<file path="src/rtl/b64d_pkg.sv">
package b64d_pkg;

  localparam logic [7:0] CODE_BAD  = 8'd255;
  localparam logic [7:0] CODE_PAD  = 8'd254;
  localparam logic [7:0] CODE_SKIP = 8'd253;

  typedef enum logic [1:0] {
    ST_DATA = 2'd0,
    ST_DONE = 2'd1,
    ST_BAD  = 2'd2
  } b64d_status_t;

  typedef struct packed {
    logic [7:0]   data;
    b64d_status_t status;
  } b64d_result_t;

  // Up to three data bytes and one done status come out of a single character.
  typedef struct packed {
    logic [2:0]          count;
    b64d_result_t [3:0]  slot;
  } b64d_bundle_t;

  // Maps a text byte to its sextet value or to one of the special codes.
  function automatic logic [7:0] b64d_classify(input logic [7:0] ch);
    logic [7:0] code;
    if (ch >= 8'h41 && ch <= 8'h5A) begin
      code = ch - 8'd65;
    end else if (ch >= 8'h61 && ch <= 8'h7A) begin
      code = ch - 8'd71;
    end else if (ch >= 8'h30 && ch <= 8'h39) begin
      code = ch + 8'd4;
    end else if (ch == 8'h2B) begin
      code = 8'd62;
    end else if (ch == 8'h2F) begin
      code = 8'd63;
    end else if (ch == 8'h0A || ch == 8'h0D || ch == 8'h20) begin
      code = CODE_SKIP;
    end else if (ch == 8'h3D) begin
      code = CODE_PAD;
    end else begin
      code = CODE_BAD;
    end
    return code;
  endfunction

endpackage

</file>
<file path="src/rtl/b64d_if.sv">
interface b64d_in_if;
  logic       valid;
  logic       ready;
  logic [7:0] character;
  logic       last_char;

  modport source (output valid, output character, output last_char, input ready);
  modport sink (input valid, input character, input last_char, output ready);
endinterface

interface b64d_out_if;
  logic       valid;
  logic       ready;
  logic [7:0] out_byte;
  logic [1:0] status;
  logic       run_end;

  modport source (output valid, output out_byte, output status, output run_end,
                  input ready);
  modport sink (input valid, input out_byte, input status, input run_end,
                output ready);
endinterface

</file>
<file path="src/rtl/b64d_decode.sv">
module b64d_decode (
  input  logic                  clk,
  input  logic                  rst_n,
  input  logic                  fire_i,
  input  logic [7:0]            char_i,
  input  logic                  last_i,
  output b64d_pkg::b64d_bundle_t bundle_o
);
  import b64d_pkg::*;

  logic [17:0] acc_r, acc_nxt;
  logic [1:0]  cnt_r, cnt_nxt;
  logic [1:0]  pad_r, pad_nxt;
  logic        err_r, err_nxt;

  logic [7:0]  code;
  logic [5:0]  sextet;
  logic [23:0] group;
  logic [1:0]  pad_inc;
  logic [1:0]  nd;
  logic        bad;
  logic [2:0]  n;

  always_comb begin
    code    = b64d_classify(char_i);
    sextet  = (code == CODE_PAD) ? 6'd0 : code[5:0];
    group   = {acc_r, sextet};
    pad_inc = (pad_r == 2'd2) ? 2'd2 : pad_r + 2'd1;
    acc_nxt = acc_r;
    cnt_nxt = cnt_r;
    pad_nxt = pad_r;
    err_nxt = err_r;
    nd      = 2'd0;
    bad     = 1'b0;
    if (!err_r) begin
      if (code == CODE_BAD) begin
        bad     = 1'b1;
        err_nxt = 1'b1;
      end else if (code != CODE_SKIP) begin
        if (code == CODE_PAD) begin
          pad_nxt = pad_inc;
        end
        acc_nxt = group[17:0];
        if (cnt_r == 2'd3) begin
          // The pad count covers the whole message, so it trims every later group.
          nd      = (pad_nxt == 2'd0) ? 2'd3 : ((pad_nxt == 2'd1) ? 2'd2 : 2'd1);
          acc_nxt = '0;
          cnt_nxt = 2'd0;
        end else begin
          cnt_nxt = cnt_r + 2'd1;
        end
      end
    end
    if (last_i) begin
      acc_nxt = '0;
      cnt_nxt = 2'd0;
      pad_nxt = 2'd0;
      err_nxt = 1'b0;
    end
  end

  always_comb begin
    bundle_o.slot[0] = '{data: group[23:16], status: ST_DATA};
    bundle_o.slot[1] = '{data: group[15:8], status: ST_DATA};
    bundle_o.slot[2] = '{data: group[7:0], status: ST_DATA};
    bundle_o.slot[3] = '{data: 8'd0, status: ST_DONE};
    if (bad) begin
      bundle_o.slot[0] = '{data: 8'd0, status: ST_BAD};
      n = 3'd1;
    end else begin
      n = {1'b0, nd};
    end
    if (last_i) begin
      bundle_o.slot[n[1:0]] = '{data: 8'd0, status: ST_DONE};
      n = n + 3'd1;
    end
    bundle_o.count = n;
  end

  always_ff @(posedge clk) begin
    if (!rst_n) begin
      acc_r <= '0;
      cnt_r <= 2'd0;
      pad_r <= 2'd0;
      err_r <= 1'b0;
    end else if (fire_i) begin
      acc_r <= acc_nxt;
      cnt_r <= cnt_nxt;
      pad_r <= pad_nxt;
      err_r <= err_nxt;
    end
  end

endmodule

</file>
<file path="src/rtl/base64_decoder_stream.sv">
// Streaming base64 decoder.
// The in_ch channel takes one text character per request, with last_char set
// on the final character of a message. The out_ch channel gives one result per
// request: a decoded byte, a done status after the final character, or a single
// bad-character status after which the rest of the message is dropped.
// Line feed, carriage return and space are skipped and give no result.
// A character is held in an input register, decoded against the running group
// and pad count, and its results are loaded into a result buffer that hands
// them out one per cycle while the receiver is ready, with run_end on the last one.
// A character passes the input register and the result buffer before its first result.
// While the receiver is ready, a character that causes at most one result is
// taken every cycle; one that completes a group (up to four results if it also
// ends the message) holds the next character back until its last result is taken.
// When the receiver stalls, the buffer holds its results and the next
// character waits in the input register; in_ch.ready falls once both are full.
// Reset clears the partial group, the pad count, the error flag and all
// pending results.
module base64_decoder_stream (
  input  logic       clk,
  input  logic       rst_n,
  b64d_in_if.sink    in_ch,
  b64d_out_if.source out_ch
);
  import b64d_pkg::*;

  logic         in_valid_r;
  logic [7:0]   in_char_r;
  logic         in_last_r;

  logic         bnd_valid_r, bnd_valid_nxt;
  logic [2:0]   bnd_cnt_r, bnd_cnt_nxt;
  b64d_result_t [3:0] bnd_slot_r, bnd_slot_nxt;

  b64d_bundle_t dec_bundle;
  logic         out_fire;
  logic         last_out;
  logic         move;

  assign out_fire = out_ch.valid && out_ch.ready;
  assign last_out = out_fire && (bnd_cnt_r == 3'd1);
  assign move     = in_valid_r && (!bnd_valid_r || last_out);

  assign in_ch.ready     = !in_valid_r || move;
  assign out_ch.valid    = bnd_valid_r;
  assign out_ch.out_byte = bnd_slot_r[0].data;
  assign out_ch.status   = bnd_slot_r[0].status;
  assign out_ch.run_end  = (bnd_cnt_r == 3'd1);

  b64d_decode u_decode (
    .clk      (clk),
    .rst_n    (rst_n),
    .fire_i   (move),
    .char_i   (in_char_r),
    .last_i   (in_last_r),
    .bundle_o (dec_bundle)
  );

  always_ff @(posedge clk) begin
    if (!rst_n) begin
      in_valid_r <= 1'b0;
    end else if (in_ch.ready) begin
      in_valid_r <= in_ch.valid;
    end
  end

  always_ff @(posedge clk) begin
    if (in_ch.ready && in_ch.valid) begin
      in_char_r <= in_ch.character;
      in_last_r <= in_ch.last_char;
    end
  end

  always_comb begin
    bnd_valid_nxt = bnd_valid_r;
    bnd_cnt_nxt   = bnd_cnt_r;
    bnd_slot_nxt  = bnd_slot_r;
    if (move) begin
      bnd_valid_nxt = (dec_bundle.count != 3'd0);
      bnd_cnt_nxt   = dec_bundle.count;
      bnd_slot_nxt  = dec_bundle.slot;
    end else if (out_fire) begin
      bnd_valid_nxt = !last_out;
      bnd_cnt_nxt   = bnd_cnt_r - 3'd1;
      bnd_slot_nxt  = {bnd_slot_r[3], bnd_slot_r[3:1]};
    end
  end

  always_ff @(posedge clk) begin
    if (!rst_n) begin
      bnd_valid_r <= 1'b0;
      bnd_cnt_r   <= 3'd0;
    end else begin
      bnd_valid_r <= bnd_valid_nxt;
      bnd_cnt_r   <= bnd_cnt_nxt;
    end
  end

  always_ff @(posedge clk) begin
    bnd_slot_r <= bnd_slot_nxt;
  end

`ifndef SYNTH
  a_cnt_range: assert property (@(posedge clk) disable iff (!rst_n)
    bnd_valid_r |-> (bnd_cnt_r != 3'd0) && (bnd_cnt_r <= 3'd4))
    else $error("result buffer holds an impossible count");

  a_run_continues: assert property (@(posedge clk) disable iff (!rst_n)
    (out_fire && (bnd_cnt_r > 3'd1)) |=> out_ch.valid)
    else $error("results of one character were split by a gap");

  a_done_ends_run: assert property (@(posedge clk) disable iff (!rst_n)
    (out_ch.valid && (out_ch.status == ST_DONE)) |-> out_ch.run_end)
    else $error("done status is not the last result of its character");

  a_input_held: assert property (@(posedge clk) disable iff (!rst_n)
    (in_valid_r && !move) |=> in_valid_r && $stable(in_char_r) && $stable(in_last_r))
    else $error("waiting character was lost or changed");
`endif

endmodule
</file>
<file path="src/flat_wrapper.sv">
// flat-port wrapper written by rule: the top's interface ports become plain ports
module base64_decoder_stream_flat import b64d_pkg::*;
  (clk, rst_n, in_ch_valid, in_ch_character, in_ch_last_char, in_ch_ready, out_ch_valid, out_ch_out_byte, out_ch_status, out_ch_run_end, out_ch_ready);
  b64d_in_if in_ch_i ();
  b64d_out_if out_ch_i ();
  input  logic clk;
  input  logic rst_n;
  input wire logic [$bits(in_ch_i.valid)-1:0] in_ch_valid;
  input wire logic [$bits(in_ch_i.character)-1:0] in_ch_character;
  input wire logic [$bits(in_ch_i.last_char)-1:0] in_ch_last_char;
  output wire logic [$bits(in_ch_i.ready)-1:0] in_ch_ready;
  output wire logic [$bits(out_ch_i.valid)-1:0] out_ch_valid;
  output wire logic [$bits(out_ch_i.out_byte)-1:0] out_ch_out_byte;
  output wire logic [$bits(out_ch_i.status)-1:0] out_ch_status;
  output wire logic [$bits(out_ch_i.run_end)-1:0] out_ch_run_end;
  input wire logic [$bits(out_ch_i.ready)-1:0] out_ch_ready;
  assign in_ch_i.valid = in_ch_valid;
  assign in_ch_i.character = in_ch_character;
  assign in_ch_i.last_char = in_ch_last_char;
  assign in_ch_ready = in_ch_i.ready;
  assign out_ch_valid = out_ch_i.valid;
  assign out_ch_out_byte = out_ch_i.out_byte;
  assign out_ch_status = out_ch_i.status;
  assign out_ch_run_end = out_ch_i.run_end;
  assign out_ch_i.ready = out_ch_ready;
  base64_decoder_stream u_core (.clk(clk), .rst_n(rst_n), .in_ch(in_ch_i), .out_ch(out_ch_i));
endmodule
</file>
<file path="config.mk">
export PLATFORM = sky130hd
export DESIGN_NAME = base64_decoder_stream_flat
export DESIGN_NICKNAME = d
export VERILOG_FILES = /design/src/rtl/b64d_pkg.sv /design/src/rtl/b64d_if.sv /design/src/rtl/b64d_decode.sv /design/src/rtl/base64_decoder_stream.sv /design/src/flat_wrapper.sv
export SDC_FILE = /design/constraint.sdc
export NUM_CORES = 1
export LEC_CHECK = 0
export CORE_MARGIN = 4
export CORE_UTILIZATION = 55
export CTS_CLUSTER_SIZE = 28
export DETAILED_ROUTE_END_ITERATION = 8
export DONT_BUFFER_PORTS = 1
export HOLD_SLACK_MARGIN = 0.12
export PLACE_DENSITY = 0.73
export SYNTH_ARGS = -nofsm -noshare
export SYNTH_HDL_FRONTEND = slang
export SYNTH_SLANG_ARGS = --single-unit
export TNS_END_PERCENT = 100
</file>
<file path="constraint.sdc">
create_clock -name clk -period 6.35 [get_ports clk]
set_clock_uncertainty 0.1 [all_clocks]
set_input_delay 1.27 -clock clk [delete_from_list [all_inputs] [get_ports clk]]
set_output_delay 1.27 -clock clk [all_outputs]
set_load 0.1 [all_outputs]
</file>
After elaboration in Yosys (flattened, before gate mapping) --
Cells that the tools add are included.
Operators by class: bitwise operators 3, div/mod/pow operators 0, add/subtract/negate cells 7, mux-type cells 49, shift operators 0, order comparisons 8, equal/unequal tests 15, multiply operators 0, reductions and logical operators 20
Operators by type and width (count):
- $mux W18 | 5
- $mux W40 | 2
- $mux W2 | 22
- $mux W8 | 5
- $and A27 B36 Y36 | 1
- $not A36 Y36 | 1
- $eq A8 B6 Y1 const B | 4
- $mux W30 | 1
- $demux W10 S2 | 1
- $mux W10 | 2
- $eq A8 B4 Y1 const B | 2
- $eq A8 B8 Y1 const B | 2
- $ge A8 B7 Y1 const B | 2
- $le A8 B7 Y1 const B | 2
- $sub A8 B7 Y8 const B | 2
- $mux W3 | 3
- $add A8 B3 Y8 const B | 1
- $ge A8 B6 Y1 const B | 1
- $le A8 B6 Y1 const B | 1
- $logic_and A1 B1 Y1 | 8
- $ne A8 B8 Y1 const B | 1
- $mux W1 | 7
- $mux W6 | 1
- $add A2 B1 Y2 const B | 2
- 15 further kinds | 23
Word-level totals: word-level logic and storage cells 119, RAM bits 0, memories 0, input port bits 13, flip-flop bits (word level) 77, latch bits 0, output and inout bits 13, ROM bits 0

Depth between registers and ports, before layout --
depth in word-level cells 30, depth in mapped cells 15, gate-level depth less buffers 14

Cells and area by module --
From an unflattened synthesis, not the netlist that was laid out.
Unflattened totals: cells, all modules 421, area, all modules 4611.9 um2
Modules (own cells, without submodules):
- base64_decoder_stream | instances 1, cells an instance 147, area each 2449.8 um2
- b64d_decode | instances 1, cells an instance 274, area each 2162.1 um2

Worst setup path before layout --
No wires, ideal clock.
path kind reg-to-output, start point register u_core.bnd_cnt_r[0], end point output in_ch_ready, data arrival time 3.129 ns, data required time 4.980 ns, stages on the path, launching flop included 5, path slack 1.851 ns, cells stage by stage dfxtp_1 ha_1 nor2b_1 a21boi_0 nand2_1
On the way: word-level cells in the longest chain between the ends 5
RTL lines:
- from (decl) | RTL line base64_decoder_stream.sv:31 | logic [2:0] bnd_cnt_r, bnd_cnt_nxt;
- from (signal assigned) | RTL line base64_decoder_stream.sv:94 | bnd_cnt_r <= bnd_cnt_nxt;
- $eq A3 B1 Y1
- named net out_ch_run_end | RTL line flat_wrapper.sv:15 | output wire logic [$bits(out_ch_i.run_end)-1:0] out_ch_run_end;
- $logic_and A1 B1 Y1 | RTL line base64_decoder_stream.sv:40 | assign last_out = out_fire && (bnd_cnt_r == 3'd1);
- $logic_or A1 B1 Y1 | RTL line base64_decoder_stream.sv:41 | assign move = in_valid_r && (!bnd_valid_r || last_out);
- $logic_and A1 B1 Y1 | RTL line base64_decoder_stream.sv:41
- $logic_or A1 B1 Y1 | RTL line base64_decoder_stream.sv:43 | assign in_ch.ready = !in_valid_r || move;
- to (decl) | RTL line flat_wrapper.sv:11 | output wire logic [$bits(in_ch_i.ready)-1:0] in_ch_ready;
The timed path passes the listed nets, and every way through them passes these cells.

Worst setup path after layout --
Same ends and word-level chain as after synthesis.

==> impl_metrics.toml <==
[synth]
synth_top_family_by_area = "simple AND/OR/NAND/NOR gates"
synth_nets = 385
synthSimpleGateAreaFrac_pct = 20.53
synth_cell_types = 69
synthArstFlopShare_pct = 0
synthFlopType = "edfxtp_1"
syn_area_per_cell_um2 = 9.880
synth.area.mux_share_pct = 0.3202
ys_ff_latch = 65
synth-xor-area-share_pct = 0.9961
netlist_instances = 356
synth_edf_count = 37
synth_fa_ha_area_share_pct = 5.692
yosys_warnings = 0
syn_area_um2 = 3517
synth_compound_area_share_pct = 17.72
ys_seq_area_share_pct = 47.53

[placed_design]
numPlacedInstances = 407
place_area_um2 = 3450
place.gp.congestion = 0.9279
port_buffers = 0
hpwl_um = 4962

[global_routing]
met1_usage_pct = 24.99
use_met3_pct = 5.174
antenna_found_initial = 0
grt_pass1_wl_um = 11940
grt_max_degree = 37
grt_use_met2_pct = 32.53
grt_pass1_vias = 2486
grt_usage_pct = 20.06
gr-total-overflow = 0
busiest_layer = "met2"

[floorplan]
die_h_um = 87.97
die_area_um2 = 7738
core_area_um2 = 6061
initial_core_util_pct = 58.03
io_pins = 26
rows = 28
die_w_um = 87.97

[cells_and_area]
final_layout_size_suffix_gt1_share_pct = 11.49
fin_nets = 372
fin_area_um2 = 3669
syn_to_final_growth_pct = 4.305
antenna_cells = 0
instances_no_fill = 423

[clock_tree]
clock_sinks = 65
clockRootBuffer = "clkbuf_8"
cts_tree = "done"
htreeDepth = 3
numCtsBuffers = 9
postCtsSetupBuffers = 0
holdBufCountCts = 0
clk_latency_ns = 0.35
clk_pin_slew_ns = 0.07
clockBufferDepth = 2
cts_resized = 0

[drt]
ant_nets = 0
drt-initial-drc-count = 168
drc_errors = 0
route.vias.total = 2568
wl_per_cell_um = 17.03
wl_um = 7203
via_per_inst = 6.071
drtPass1Iterations = 4

[hold_path]
hold_path.startpoint = "u_core.u_decode.pad_r[0]"
hold_end = "u_core.u_decode.pad_r[0]"
hp-class = "register to register"
hold_depth = 2

[setup_path]
end_kind = "primary output"
path_buf_inv = 0
start_kind = "register"
r2r_slack_ns = 2.18
crit_required_ns = 4.98
crit_path_top_delay_cell = "nor2b_2"
path_cells = "ha_1 -> nor2b_2 -> a21boi_0 -> nand2_1"
path_class = "register to primary output"
reg2regPathDepth = 12
cpPeakStageDelay_ns = 0.87
rr_endpoint = "u_core.out_ch.out_byte[4]"
cp_max_fo = 5
arrival_ns = 3.01
reg2reg_from = "u_core.in_char_r[1]"
path_delay_family = "simple AND/OR/NAND/NOR gates"

[power]
vdd_drop_max_uv = 209.6
p_per_area_nw_per_um2 = 293.5
leakage_nw = 1.329

[sta]
relSlewSlack_pct = 26.70
setup_violations = 0
period_needed_ns = 4.379
rsz0062_at_grt = "no"
finalCritPeriodShare_pct = 68.96
final.setup.tns_ns = 0
finalHoldViolations = 0
max_freq_mhz = 228.4
final_max_slew_viol_count = 0
worstMarginPinSlew_ns = 1.095

[job]
maxCapViolCount = 0

[status]
outcome = "finished, final reports clean"
-- registers in the layout (all words and copies together), names as in the netlist, 2 cells and up --
name                    flops
u_core.out_ch.status        2
u_core.bnd_slot_r          18
u_core.bnd_cnt_r            3
u_core.u_decode.pad_r       2
u_core.u_decode.cnt_r       2
u_core.u_decode.acc_r      18
u_core.in_char_r            8
u_core.out_ch.out_byte      8
-- tightest hold or removal path: stages, from the launching register on --
cell       delay, ns
dfxtp_1         0.31
nand2_1         0.05
o2bb2ai_1       0.05
-- logic make-up after synthesis --
group / Yosys count
AOI/OAI and AO/OA: 85
xor gates and xnor gates: 4
adders and majority gates: 16
buffers and inverters: 44
DFF: 65
muxes: 1
and+or+nand+nor: 141
-- layout make-up --
| cell class | count | area [um^2] |
|---|---|---|
| Tap cell | 75 | 93.84 |
| Clock inverter | 6 | 91.34 |
| Fill cell | 512 | 2392 |
| Inverter | 16 | 60.06 |
| Timing Repair Buffer | 4 | 30.03 |
| Sequential cell | 65 | 1672 |
| Multi-Input combinational cell | 247 | 1594 |
| Clock buffer | 10 | 127.6 |
-- routing by layer --
| metal | up-vias | part of all wire [%] |
|---|---|---|
| met1 | 1191 | 44 |
| met2 | 87 | 48 |
| met5 | - | 0 |
| met4 | 0 | 2.4 |
| met3 | 19 | 4.8 |
| li1 | 1271 | - |
-- Yosys cell counts, types with 3 or more instances --
master	number	area, um^2
nand2_1	52	195.2
edfxtp_1	37	1111
nand3_1	36	180.2
dfxtp_1	28	560.5
o21ai_0	24	120.1
nor2_1	17	63.81
ha_1	16	200.2
inv_1	16	60.06
a21oi_1	13	65.06
buf_4	11	82.58
clkbuf_1	9	33.78
a22o_1	8	70.07
o31ai_1	7	52.55
and2_1	4	25.02
a221oi_1	3	26.28
a31oi_1	3	18.77
buf_6	3	33.78
nor2b_1	3	18.77
nor3_1	3	15.01
o211ai_1	3	22.52
xor2_1	3	26.28
-- how the worst max path moves through the flow --
stage                              from                         to  slack [ns]  cells past startpoint
floorplan           u_core.bnd_cnt_r[0]                in_ch_ready        1.85                      4
global placement    u_core.in_char_r[0]  u_core.out_ch.out_byte[1]        2.37                     12
detailed placement  u_core.in_char_r[1]  u_core.out_ch.out_byte[4]        2.25                     12
CTS                 u_core.bnd_cnt_r[0]                in_ch_ready        1.94                      4
global route        u_core.bnd_cnt_r[1]                in_ch_ready        1.84                      5
finish              u_core.bnd_cnt_r[0]                in_ch_ready        1.97                      4
-- report_power, final --
group          internal (mW)  switching [mW]
combinational         0.0429          0.0878
sequential             0.482          0.0737
clock                  0.223           0.167
total                  0.748           0.328
-- metrics by stage --
stage	util [%]	setup slack [ns]	power [mW]	hold slack, ns
after global routing	60.53	1.840	1.117	0.3683
after floorplan	-	1.851	0.6772	0.3294
after global placement	56.92	2.367	0.6913	0.3415
after detailed placement	56.92	2.253	0.6953	0.3479
after CTS	60.53	1.945	1.083	0.3586
final	60.53	1.971	1.077	0.3587
-- layout by cell type, fill, tap and decap left out, drive strengths merged, types with 4 or more instances in the layout --
master,Yosys,routed
dfxtp,28,28
clkbuf,12,10
o21ai,26,26
nand3,36,36
buf,16,4
and2,5,5
ha,16,16
a31oi,5,5
edfxtp,37,37
a22o,8,8
o31ai,7,7
nor2,17,17
inv,16,17
nor3,4,4
nand2,52,52
a21oi,13,13
No activity file was read; power rests on OpenSTA's default activity.
